==> src/design/ieu_pkg.sv <==
// Shared codes, widths and control bundles of the instruction execute unit.
package ieu_pkg;

  // Data word and variable index widths, and the default memory depth
  localparam int unsigned DW            = 32;
  localparam int unsigned IDX_W         = 10;
  localparam int unsigned MEM_DEPTH_DEF = 1024;

  // Instruction kinds
  localparam logic [2:0] OP_NOOP   = 3'd0;
  localparam logic [2:0] OP_IN     = 3'd1;
  localparam logic [2:0] OP_OUT    = 3'd2;
  localparam logic [2:0] OP_ASSIGN = 3'd3;
  localparam logic [2:0] OP_CJMP   = 3'd4;
  localparam logic [2:0] OP_JMP    = 3'd5;

  // Assign operators
  localparam logic [2:0] ALU_COPY = 3'd0;
  localparam logic [2:0] ALU_ADD  = 3'd1;
  localparam logic [2:0] ALU_SUB  = 3'd2;
  localparam logic [2:0] ALU_MUL  = 3'd3;
  localparam logic [2:0] ALU_DIV  = 3'd4;

  // Conditional jump tests
  localparam logic [1:0] COND_GT = 2'd0;
  localparam logic [1:0] COND_LT = 2'd1;
  localparam logic [1:0] COND_NE = 2'd2;

  // Error codes
  localparam logic [1:0] ERR_NONE = 2'd0;
  localparam logic [1:0] ERR_DIV0 = 2'd1;
  localparam logic [1:0] ERR_BAD  = 2'd2;

  // Commands from the controller to the datapath
  typedef struct packed {
    logic accept;     // capture request and read both operands
    logic clear_en;   // write one zero word of the clearing pass
    logic div_start;  // launch the divider
    logic commit;     // write back and load the result register
  } ieu_cmd_t;

  // Status from the datapath to the controller
  typedef struct packed {
    logic need_div;   // current request is a divide by a nonzero value
    logic div_done;   // divider holds a finished quotient
    logic clear_last; // clearing pass is at its final word
  } ieu_sts_t;

endpackage

==> src/design/ieu_ctrl.sv <==
// Controller: clearing pass, request sequencing and result handshake.
module ieu_ctrl (
  input  logic              clk_i,
  input  logic              rst_ni,
  input  logic              in_valid_i,
  output logic              in_stall_o,
  output logic              res_valid_o,
  input  logic              res_stall_i,
  output ieu_pkg::ieu_cmd_t cmd_o,
  input  ieu_pkg::ieu_sts_t sts_i
);
  import ieu_pkg::*;

  localparam logic [1:0] ST_CLEAR = 2'd0;
  localparam logic [1:0] ST_IDLE  = 2'd1;
  localparam logic [1:0] ST_EXEC  = 2'd2;
  localparam logic [1:0] ST_DIV   = 2'd3;

  logic [1:0] state_q, state_d;
  logic       res_valid_q, res_valid_d;
  logic       out_free;

  // The result register is free when empty or being taken
  assign out_free = !res_valid_q || !res_stall_i;

  // Sequence each request
  always_comb begin
    state_d = state_q;
    cmd_o   = '0;
    case (state_q)
      ST_CLEAR: begin
        cmd_o.clear_en = 1'b1;
        if (sts_i.clear_last) begin
          state_d = ST_IDLE;
        end
      end
      ST_IDLE: begin
        if (in_valid_i) begin
          cmd_o.accept = 1'b1;
          state_d      = ST_EXEC;
        end
      end
      ST_EXEC: begin
        if (sts_i.need_div) begin
          cmd_o.div_start = 1'b1;
          state_d         = ST_DIV;
        end else if (out_free) begin
          cmd_o.commit = 1'b1;
          state_d      = ST_IDLE;
        end
      end
      ST_DIV: begin
        if (sts_i.div_done && out_free) begin
          cmd_o.commit = 1'b1;
          state_d      = ST_IDLE;
        end
      end
      default: state_d = ST_IDLE;
    endcase
  end

  // Set on commit, drop once taken
  always_comb begin
    res_valid_d = res_valid_q;
    if (cmd_o.commit) begin
      res_valid_d = 1'b1;
    end else if (!res_stall_i) begin
      res_valid_d = 1'b0;
    end
  end

  always_ff @(posedge clk_i or negedge rst_ni) begin
    if (!rst_ni) begin
      state_q     <= ST_CLEAR;
      res_valid_q <= 1'b0;
    end else begin
      state_q     <= state_d;
      res_valid_q <= res_valid_d;
    end
  end

  assign in_stall_o  = (state_q != ST_IDLE);
  assign res_valid_o = res_valid_q;

endmodule

==> config.mk <==
export PLATFORM = sky130hd
export DESIGN_NAME = ieu_ctrl
export DESIGN_NICKNAME = d
export VERILOG_FILES = /design/src/design/ieu_pkg.sv /design/src/design/ieu_ctrl.sv
export SDC_FILE = /design/constraint.sdc
export NUM_CORES = 1
export LEC_CHECK = 0
export ABC_AREA = 1
export BUFFER_PORTS_ARGS = -buffer_cell sky130_fd_sc_hd__buf_2
export CAP_MARGIN = 20
export CORE_AREA = 4 4 41 43
export CTS_BUF_LIST = sky130_fd_sc_hd__clkbuf_8
export DETAILED_ROUTE_END_ITERATION = 8
export DIE_AREA = 0 0 45 47
export PLACE_DENSITY = 0.43
export SLEW_MARGIN = 30
export SYNTH_ARGS = -nofsm -noshare
export SYNTH_HDL_FRONTEND = slang
export SYNTH_SLANG_ARGS = --single-unit
export TNS_END_PERCENT = 5
==> constraint.sdc <==
create_clock -name clk_i -period 1.3 [get_ports clk_i]
set_clock_uncertainty 0.2 [all_clocks]
set_input_delay 0.13 -clock clk_i [delete_from_list [all_inputs] [get_ports clk_i]]
set_output_delay 0.13 -clock clk_i [all_outputs]
set_load 0.1 [all_outputs]
==> impl_metrics.yaml, run 1 <==
clocking:
  htreeDepth: 1
  root_buffer: "clkbuf_8"
  cts_buffers: 3
  clkTransAtPathRegs_ns: 0.03
  cts.sinks: 3
  cts_tree: "done"
  postCtsHoldBufs: 1
  insertion_delay_ns: 0.21
  clockBufferDepth: 2
synth:
  syn-num-nets: 54
  syn_avg_cell_area_sq_um: 6.93
  yosys_warnings: 0
  netlist_area_sq_um: 298
  synthCells: 43
  yosysSeqAreaShare_pct: 25.2
  ys_ff_latch: 3
  ys_types: 13
job:
  max_cap_violations: 0
placed_design:
  dp_cells: 77
  dp_hpwl_microns: 564
  numPortBuffers: 12
  globalplace.congestion: 0.689
cells_and_area:
  nFillCells: 122
  areaGrowthSynthToFinish_pct: 145
  final_cells: 87
  final_cell_mix: "nand2_1, buf_4, buf_2, buf_12"
  drive_gt1_share_pct: 73.6
  multi_input_area_sq_um: 260
  register_area_sq_um: 77.6
  nets: 84
  antenna_cells: 0
setup_path:
  required_ns: 0.97
  cp.arrival_ns: 1.31
  end_kind: "output port"
  path_max_fanout: 3
  critical_path_class: "reg -> out"
  r2r_start: "state_q[1]"
  crit_path_start: "state_q[1]"
  startpoint_type: "flip-flop"
timing:
  fin_crit_ns: 1.64
  hold_ws_ns: -0.0205
  fmax_mhz: 608
  slew_violations: 0
  rsz0062_at_grt: "yes"
  period_share_pct: 126
  finalSetupTns_ns: -2.34
  tightestPinTransition_ns: 0.171
  relSlewSlack_pct: 88.6
  finalSetupViolCount: 8
  hold_viol: 1
  worst_slack_ns: -0.344
floorplanning:
  die_area_sq_um: 2120
  io_pins: 13
  coreArea_sq_um: 1300
  die_w_microns: 45
  start_util_pct: 22.9
  die_y_microns: 47
  std_cell_rows: 13
grt:
  grt_max_degree: 5
  antenna_found_initial: 0
  grt_overflow: 0
  grtUsageTotal_pct: 9.18
  grt_pass1_vias: 359
  grt_pass1_wl_microns: 1320
drt:
  routed_wirelength_microns: 869
  num_vias: 342
  detail-route-antenna-nets: 0
  drt_iter0_markers: 2
  wl_per_cell_microns: 9.99
  post-route-drc-count: 0
  dr.pass1.iters: 2
  drt-vias-per-instance: 3.93
worst_hold_path:
  hold_class: "in -> reg"
  min-delay-start: "res_stall_i"
outcome:
  status: "finished, violations left"
  violations: "negative hold slack, negative setup slack"
-- cell usage after synthesis, drive strengths merged --
cell,n,area share (%)
ha,4,17
nor2,4,9.2
a21oi,1,1.7
nand3,3,6.7
dfrtp,3,25
inv,11,14
nand2,15,21
a21boi,1,2.5
buf,1,2.5
-- layer usage --
layer  routed length, microns  track usage (%)
met5                        0                0
met3                       48             3.07
met1                      325             7.78
met2                      496             17.2
met4                        0             7.60
-- worst max-delay path, cell delays in order (launching register included) --
cell	delay, ns
dfrtp_2	0.44
ha_4	0.18
inv_2	0.06
nor2_4	0.04
a21oi_4	0.16
nor2_4	0.05
buf_12	0.16
-- registers in the layout, summed over array words and instances (netlist names) --
signal and count:
res_valid_o 1, state_q 2
-- logic make-up (layout without fill, tap and decap cells) --
group / Yosys count / after routing / synth area share (%)
flip-flops: 3 / 3 / 25.2
AND/OR/NAND/NOR: 22 / 22 / 37.4
AO/OA/AOI/OAI: 2 / 2 / 4.20
buffers and inverters: 12 / 41 / 16.4
adder cells (fa/ha/maj): 4 / 4 / 16.8
-- timing repair --
item                       in CTS  in global routing
hold endpoints to repair        4                  1
pin swaps                       6                  4
gates resized for setup        14                 10
setup buffers                   4                  1
setup endpoints to repair       8                  8
-- final timing paths --
kind / to / slack (ns) / depth (start not counted)
max: cmd_o[0] / -0.34 / 6
min: res_valid_o / -0.02 / 3
max reg2reg: state_q[0] / -0.25 / 9
min reg2reg: res_valid_o / 0.33 / 2
max in group asynchronous: state_q[1] / 0.75 / 2
min in group asynchronous: res_valid_o / 0.03 / 2
-- through the flow --
| stage | utilization, % | hold WS [ns] | setup slack (ns) | instance area [sq um] |
|---|---|---|---|---|
| global placement | 42.5 | -0.274 | -0.193 | 553 |
| detailed placement | 42.5 | -0.274 | -0.205 | 553 |
| finish | 56.0 | -0.0205 | -0.344 | 728 |
| floorplan | - | -0.366 | -0.400 | 332 |
| global route | 56.0 | -0.00292 | -0.404 | 728 |
| CTS | 52.2 | -0.0222 | -0.348 | 679 |
-- final cells by class --
cell class                 count  area share [%]
timing repair buffer          26            37.5
multi-input combinational     28            35.7
sequential                     3            10.7
inverter                      11            7.39
clock buffer                   3            5.67
tap                           15            2.58
clock inverter                 1           0.515
Power of run 1 is left out: the tool's default activity adds up to more than one toggle a clock period on the data nets, which glitch-free logic cannot reach.
==> inputs of run 2 (changes only) <==
--- a/config.mk
+++ b/config.mk
@@ -9,10 +9,9 @@
 export BUFFER_PORTS_ARGS = -buffer_cell sky130_fd_sc_hd__buf_2
 export CAP_MARGIN = 20
 export CORE_AREA = 4 4 41 43
-export CTS_BUF_LIST = sky130_fd_sc_hd__clkbuf_8
 export DETAILED_ROUTE_END_ITERATION = 8
 export DIE_AREA = 0 0 45 47
-export PLACE_DENSITY = 0.43
+export PLACE_DENSITY = 0.45
 export SLEW_MARGIN = 30
 export SYNTH_ARGS = -nofsm -noshare
 export SYNTH_HDL_FRONTEND = slang
==> run 2 against run 1 <==
Effect of this change: the flow still finishes with violations (negative hold slack, negative setup slack); worst setup slack worse by 0.011 ns; non-clock buffer count fell by 2; die area did not move; flip-flop and latch count stayed put; register-to-register slack gained 0.04 ns; wire length decreased by 19%; critical path type unchanged.
==> impl_metrics.yaml, run 2 (synthesized netlist as in run 1, its figures left out) <==
placed_design:
  numPortBuffers: 12
  dp_cells: 76
  dp_worst_setup_slack_ns: -0.256
  dp_hpwl_microns: 550
  globalplace.congestion: 0.684
setup_path:
  path_max_fanout: 3
  reg2reg_to: "state_q[0]"
  reg2reg_slack_ns: -0.21
  required_ns: 0.97
  rr_worst_depth: 9
  end_kind: "output port"
  r2r_start: "state_q[0]"
  critPathMaxStageDelay_ns: 0.44
  slowest_stage: "dfrtp_2"
  crit_chain: "buf_4 > inv_4 > ha_4 > nand2_1 > inv_2 > buf_12"
  cp.arrival_ns: 1.32
  startpoint_type: "flip-flop"
  critical_path_class: "reg -> out"
cells_and_area:
  final_cells: 85
  layout_commonest_cell: "nand2_1"
  nets: 82
  areaGrowthSynthToFinish_pct: 121
  regMostFlops: "state_q"
  largest_register_ffs: 2
  final_cell_mix: "nand2_1, buf_4, buf_2, buf_12"
  antenna_cells: 0
  drive_gt1_share_pct: 70.0
grt:
  grt_pass1_vias: 298
  grtUsageTotal_pct: 7.05
  antenna_found_initial: 0
  grt_max_degree: 5
  grt_pass1_wl_microns: 1080
  grt_overflow: 0
floorplanning:
  die_y_microns: 47
  coreArea_sq_um: 1300
  die_area_sq_um: 2120
  die_w_microns: 45
  start_util_pct: 22.9
  std_cell_rows: 13
  io_pins: 13
clocking:
  insertion_delay_ns: 0.23
  root_buffer: "clkbuf_4"
  cts.sinks: 3
  clkTransAtPathRegs_ns: 0.04
  htreeDepth: 1
  cts_buffers: 3
  cts_tree: "done"
  postCtsHoldBufs: 1
  clockBufferDepth: 2
drt:
  wl_per_cell_microns: 8.29
  dr.pass1.iters: 2
  post-route-drc-count: 0
  drt_iter0_markers: 1
  drt-vias-per-instance: 3.67
  detail-route-antenna-nets: 0
  num_vias: 312
  routed_wirelength_microns: 705
job:
  max_cap_violations: 0
outcome:
  violations: "negative hold slack, negative setup slack"
  status: "finished, violations left"
timing:
  worst_slack_ns: -0.355
  hold_viol: 1
  rsz0062_at_grt: "yes"
  finalSetupTns_ns: -2.32
  fin_crit_ns: 1.65
  period_share_pct: 127
  fmax_mhz: 604
  tightestPinTransition_ns: 0.140
  finalSetupViolCount: 8
  hold_ws_ns: -0.0313
  relSlewSlack_pct: 90.6
  slew_violations: 0
worst_hold_path:
  min-delay-start: "res_stall_i"
  hold_end: "res_valid_o"
  hold_class: "in -> reg"
  hold_depth: 3
## run 2: cell count changes in the layout (fill, tap and decap cells not counted), moves of 2 or more
cell      previous run  this run
nand2_1              9        11
clkbuf_4             0         3
buf_6                4         1
clkbuf_8             3         0
## run 2: worst max path at each step
stage / cells after the start / start / slack, ns / endpoint
6_report: 6 / state_q[1] / -0.35 / cmd_o[3]
3_5_place_dp: 7 / state_q[0] / -0.26 / cmd_o[0]
2_1_floorplan: 6 / state_q[1] / -0.40 / state_q[1]
5_1_grt: 7 / state_q[0] / -0.41 / cmd_o[0]
3_3_place_gp: 7 / state_q[0] / -0.24 / cmd_o[0]
4_1_cts: 7 / state_q[0] / -0.38 / cmd_o[0]
## run 2: area by class of cell
cell class / count / area (sq um)
Fill cell: 132 / 643
Timing Repair Buffer: 24 / 246
Multi-Input combinational cell: 28 / 238
Sequential cell: 3 / 77.6
Inverter: 11 / 51.3
Clock buffer: 4 / 26.3
Tap cell: 15 / 18.8
## run 2: routing by layer
metal	GRT usage (%)	wire, microns	up-vias
li1	-	-	177
met1	8.01	300	129
met2	12.4	385	6
met3	0.383	19	0
met4	5.26	0	0
met5	0	0	-
## run 2: per-stage QoR
stage / hold slack [ns] / util [%] / area, sq um
floorplan: -0.366 / - / 332
global placement: -0.274 / 41.9 / 546
detailed placement: -0.273 / 41.9 / 546
CTS: -0.0382 / 48.3 / 628
global route: -0.0185 / 50.6 / 658
finish: -0.0313 / 50.6 / 658
## run 2: what timing repair did
| item | in CTS | in global routing |
|---|---|---|
| setup endpoints to repair | 8 | 8 |
| pin swaps | 4 | 3 |
| hold endpoints to repair | 4 | 1 |
| setup buffers | 2 | 2 |
| cloned | 0 | 0 |
| gates resized for setup | 11 | 4 |
## run 2: worst max-delay path, delay by kind of cell (launching register included)
family / cells / cell delay (ns)
and+or+nand+nor: 1 / 0.06
DFF: 1 / 0.44
adders and majority gates: 1 / 0.14
buffers and inverters: 4 / 0.44
Power of run 2 is left out for the same reason.
==> inputs of run 3 (changes only) <==
--- a/config.mk
+++ b/config.mk
@@ -5,13 +5,12 @@
 export SDC_FILE = /design/constraint.sdc
 export NUM_CORES = 1
 export LEC_CHECK = 0
-export ABC_AREA = 1
 export BUFFER_PORTS_ARGS = -buffer_cell sky130_fd_sc_hd__buf_2
 export CAP_MARGIN = 20
 export CORE_AREA = 4 4 41 43
 export DETAILED_ROUTE_END_ITERATION = 8
 export DIE_AREA = 0 0 45 47
-export PLACE_DENSITY = 0.45
+export RECOVER_POWER = 25
 export SLEW_MARGIN = 30
 export SYNTH_ARGS = -nofsm -noshare
 export SYNTH_HDL_FRONTEND = slang
==> run 3 against run 2 <==
Effect of this change: the flow still finishes with violations (negative hold slack, negative setup slack); flip-flop and latch count stayed put; synthesized area is 9.7% lower; critical path type is now reg -> reg; first-iteration DRC count is 100% higher; highest routed layer unchanged; global-route usage is 0.48 points higher; synthesized cell count is 40% lower.
==> impl_metrics.yaml, run 3 <==
placed_design:
  dp_worst_setup_slack_ns: -0.460
  dp_cells: 60
  dp_hpwl_microns: 535
  numPortBuffers: 12
  globalplace.congestion: 0.701
setup_path:
  crit_chain: "ha_4 > and4b_2 > a2111oi_4 > mux2i_1"
  critPathMaxStageDelay_ns: 0.43
  reg2reg_slack_ns: -0.43
  critical_path_class: "reg -> reg"
  startpoint_type: "flip-flop"
  path_max_fanout: 3
  reg2reg_to: "state_q[1]"
  required_ns: 1.24
  rr_worst_depth: 4
  cp.arrival_ns: 1.67
  r2r_start: "state_q[1]"
  slowest_stage: "dfrtp_2"
  end_kind: "flip-flop"
floorplanning:
  start_util_pct: 20.7
  coreArea_sq_um: 1300
  io_pins: 13
  die_w_microns: 45
  std_cell_rows: 13
  die_y_microns: 47
  die_area_sq_um: 2120
timing:
  rsz0062_at_grt: "yes"
  relSlewSlack_pct: 77.5
  hold_viol: 1
  hold_ws_ns: -0.0358
  worst_slack_ns: -0.427
  fin_crit_ns: 1.73
  finalSetupTns_ns: -2.46
  slew_violations: 0
  fmax_mhz: 579
  finalSetupViolCount: 8
  period_share_pct: 133
  tightestPinTransition_ns: 0.338
synth:
  ys_types: 14
  synth_commonest_cells: "ha_1, dfrtp_1, inv_1"
  yosysSeqAreaShare_pct: 27.9
  synth.most_common_cell: "ha_1"
  syn-num-nets: 37
  yosys.area.top_type: "dfrtp_1"
  synth_edf_count: 0
  ys.flop_type: "dfrtp_1"
  netlist_top_cells_area: "dfrtp_1, ha_1, a2111oi_4"
  synth_top_cell_area_share_pct: 27.9
  async_reset_ff_share_pct: 100
  ys_ff_latch: 3
  synthCells: 26
  yosys_warnings: 0
  syn_avg_cell_area_sq_um: 10.3
  netlist_area_sq_um: 269
drt:
  detail-route-antenna-nets: 0
  drt-vias-per-instance: 4.22
  dr.pass1.iters: 2
  routed_wirelength_microns: 647
  post-route-drc-count: 0
  drt_iter0_markers: 2
  num_vias: 274
  wl_per_cell_microns: 9.95
cells_and_area:
  nets: 62
  layout_commonest_cell: "buf_4"
  largest_register_ffs: 2
  nFillCells: 131
  drive_gt1_share_pct: 78.0
  final_cells: 65
  regMostFlops: "state_q"
  antenna_cells: 0
  areaGrowthSynthToFinish_pct: 119
  fin_util_pct: 45.2
  final_cell_mix: "buf_4, buf_12, buf_2"
clocking:
  htreeDepth: 1
  clockBufferDepth: 2
  insertion_delay_ns: 0.23
  cts_tree: "done"
  cts.sinks: 3
  root_buffer: "clkbuf_4"
  cts_buffers: 3
  postCtsHoldBufs: 1
  clkTransAtPathRegs_ns: 0.04
outcome:
  violations: "negative hold slack, negative setup slack"
  status: "finished, violations left"
worst_hold_path:
  hold_class: "in -> reg"
  hold_depth: 3
  min-delay-start: "sts_i[1]"
  hold_end: "res_valid_o"
grt:
  antenna_found_initial: 0
  grt_max_degree: 5
  grt_overflow: 0
  grt_pass1_vias: 276
  grtUsageTotal_pct: 7.52
  grt_pass1_wl_microns: 1070
job:
  max_cap_violations: 0
[run 3: changes by cell type after synthesis, sizes merged, moves of 2 or more]
cell   delta
nor2      -4
nor2b     +2
mux2i     +2
nand3     -3
nand2    -13
inv       -8
and2      +2
[run 3: worst max-delay path by stage]
stage / to / slack, ns / start / depth (start not counted)
floorplan: state_q[0] / -0.45 / res_valid_o / 3
global placement: state_q[0] / -0.43 / state_q[0] / 5
detailed placement: state_q[1] / -0.46 / state_q[0] / 5
CTS: state_q[1] / -0.47 / state_q[0] / 5
global route: state_q[0] / -0.54 / state_q[0] / 5
finish: state_q[1] / -0.43 / state_q[1] / 4
[run 3: layer usage]
| metal | global-route usage (%) | part of all wire (%) |
|---|---|---|
| met2 | 13.3 | 53 |
| met3 | 5.75 | 7.7 |
| met4 | 1.75 | 0 |
| met5 | 0 | 0 |
| met1 | 6.86 | 39 |
[run 3: timing repair]
item | in CTS | in global routing
buffers inserted | 0 | 0
cloned | 0 | 0
gates resized for setup | 9 | 5
pin swaps | 1 | 0
setup endpoints to repair | 9 | 9
endpoints found under the hold margin | 4 | 1
[run 3: layout make-up]
| type | count | area (sq um) | share of cell area, % |
|---|---|---|---|
| Clock buffer | 4 | 26.3 | 4.47 |
| Inverter | 3 | 11.3 | 1.91 |
| Timing Repair Buffer | 21 | 223 | 37.9 |
| Multi-Input combinational cell | 19 | 229 | 38.9 |
| Tap cell | 15 | 18.8 | 3.19 |
| Sequential cell | 3 | 80.1 | 13.6 |
[run 3: per-stage QoR]
| step | hold slack [ns] | area (sq um) |
|---|---|---|
| after floorplan | -0.366 | 288 |
| after detailed placement | -0.271 | 509 |
| final | -0.0358 | 588 |
| after global routing | -0.0305 | 588 |
| after global placement | -0.272 | 509 |
| after CTS | -0.0467 | 573 |
[run 3: kinds of logic (layout without fill, tap and decap cells)]
| logic type | Yosys count | in the layout | share of synthesized area, % |
|---|---|---|---|
| buf+inv | 4 | 28 | 6.98 |
| flops | 3 | 3 | 27.9 |
| mux | 2 | 2 | 7.44 |
| simple gates | 8 | 8 | 19.5 |
| fa+ha+maj | 4 | 4 | 18.6 |
| compound gates | 5 | 5 | 19.5 |
[run 3: critical path: cells and delay by family, from the launching register on]
family                   cells  cell delay, ns
AO/OA/AOI/OAI                1            0.39
flip-flops                   1            0.43
adder cells (fa/ha/maj)      1            0.17
multiplexers                 1            0.23
AND/OR/NAND/NOR              1            0.22
Power of run 3 is left out for the same reason.
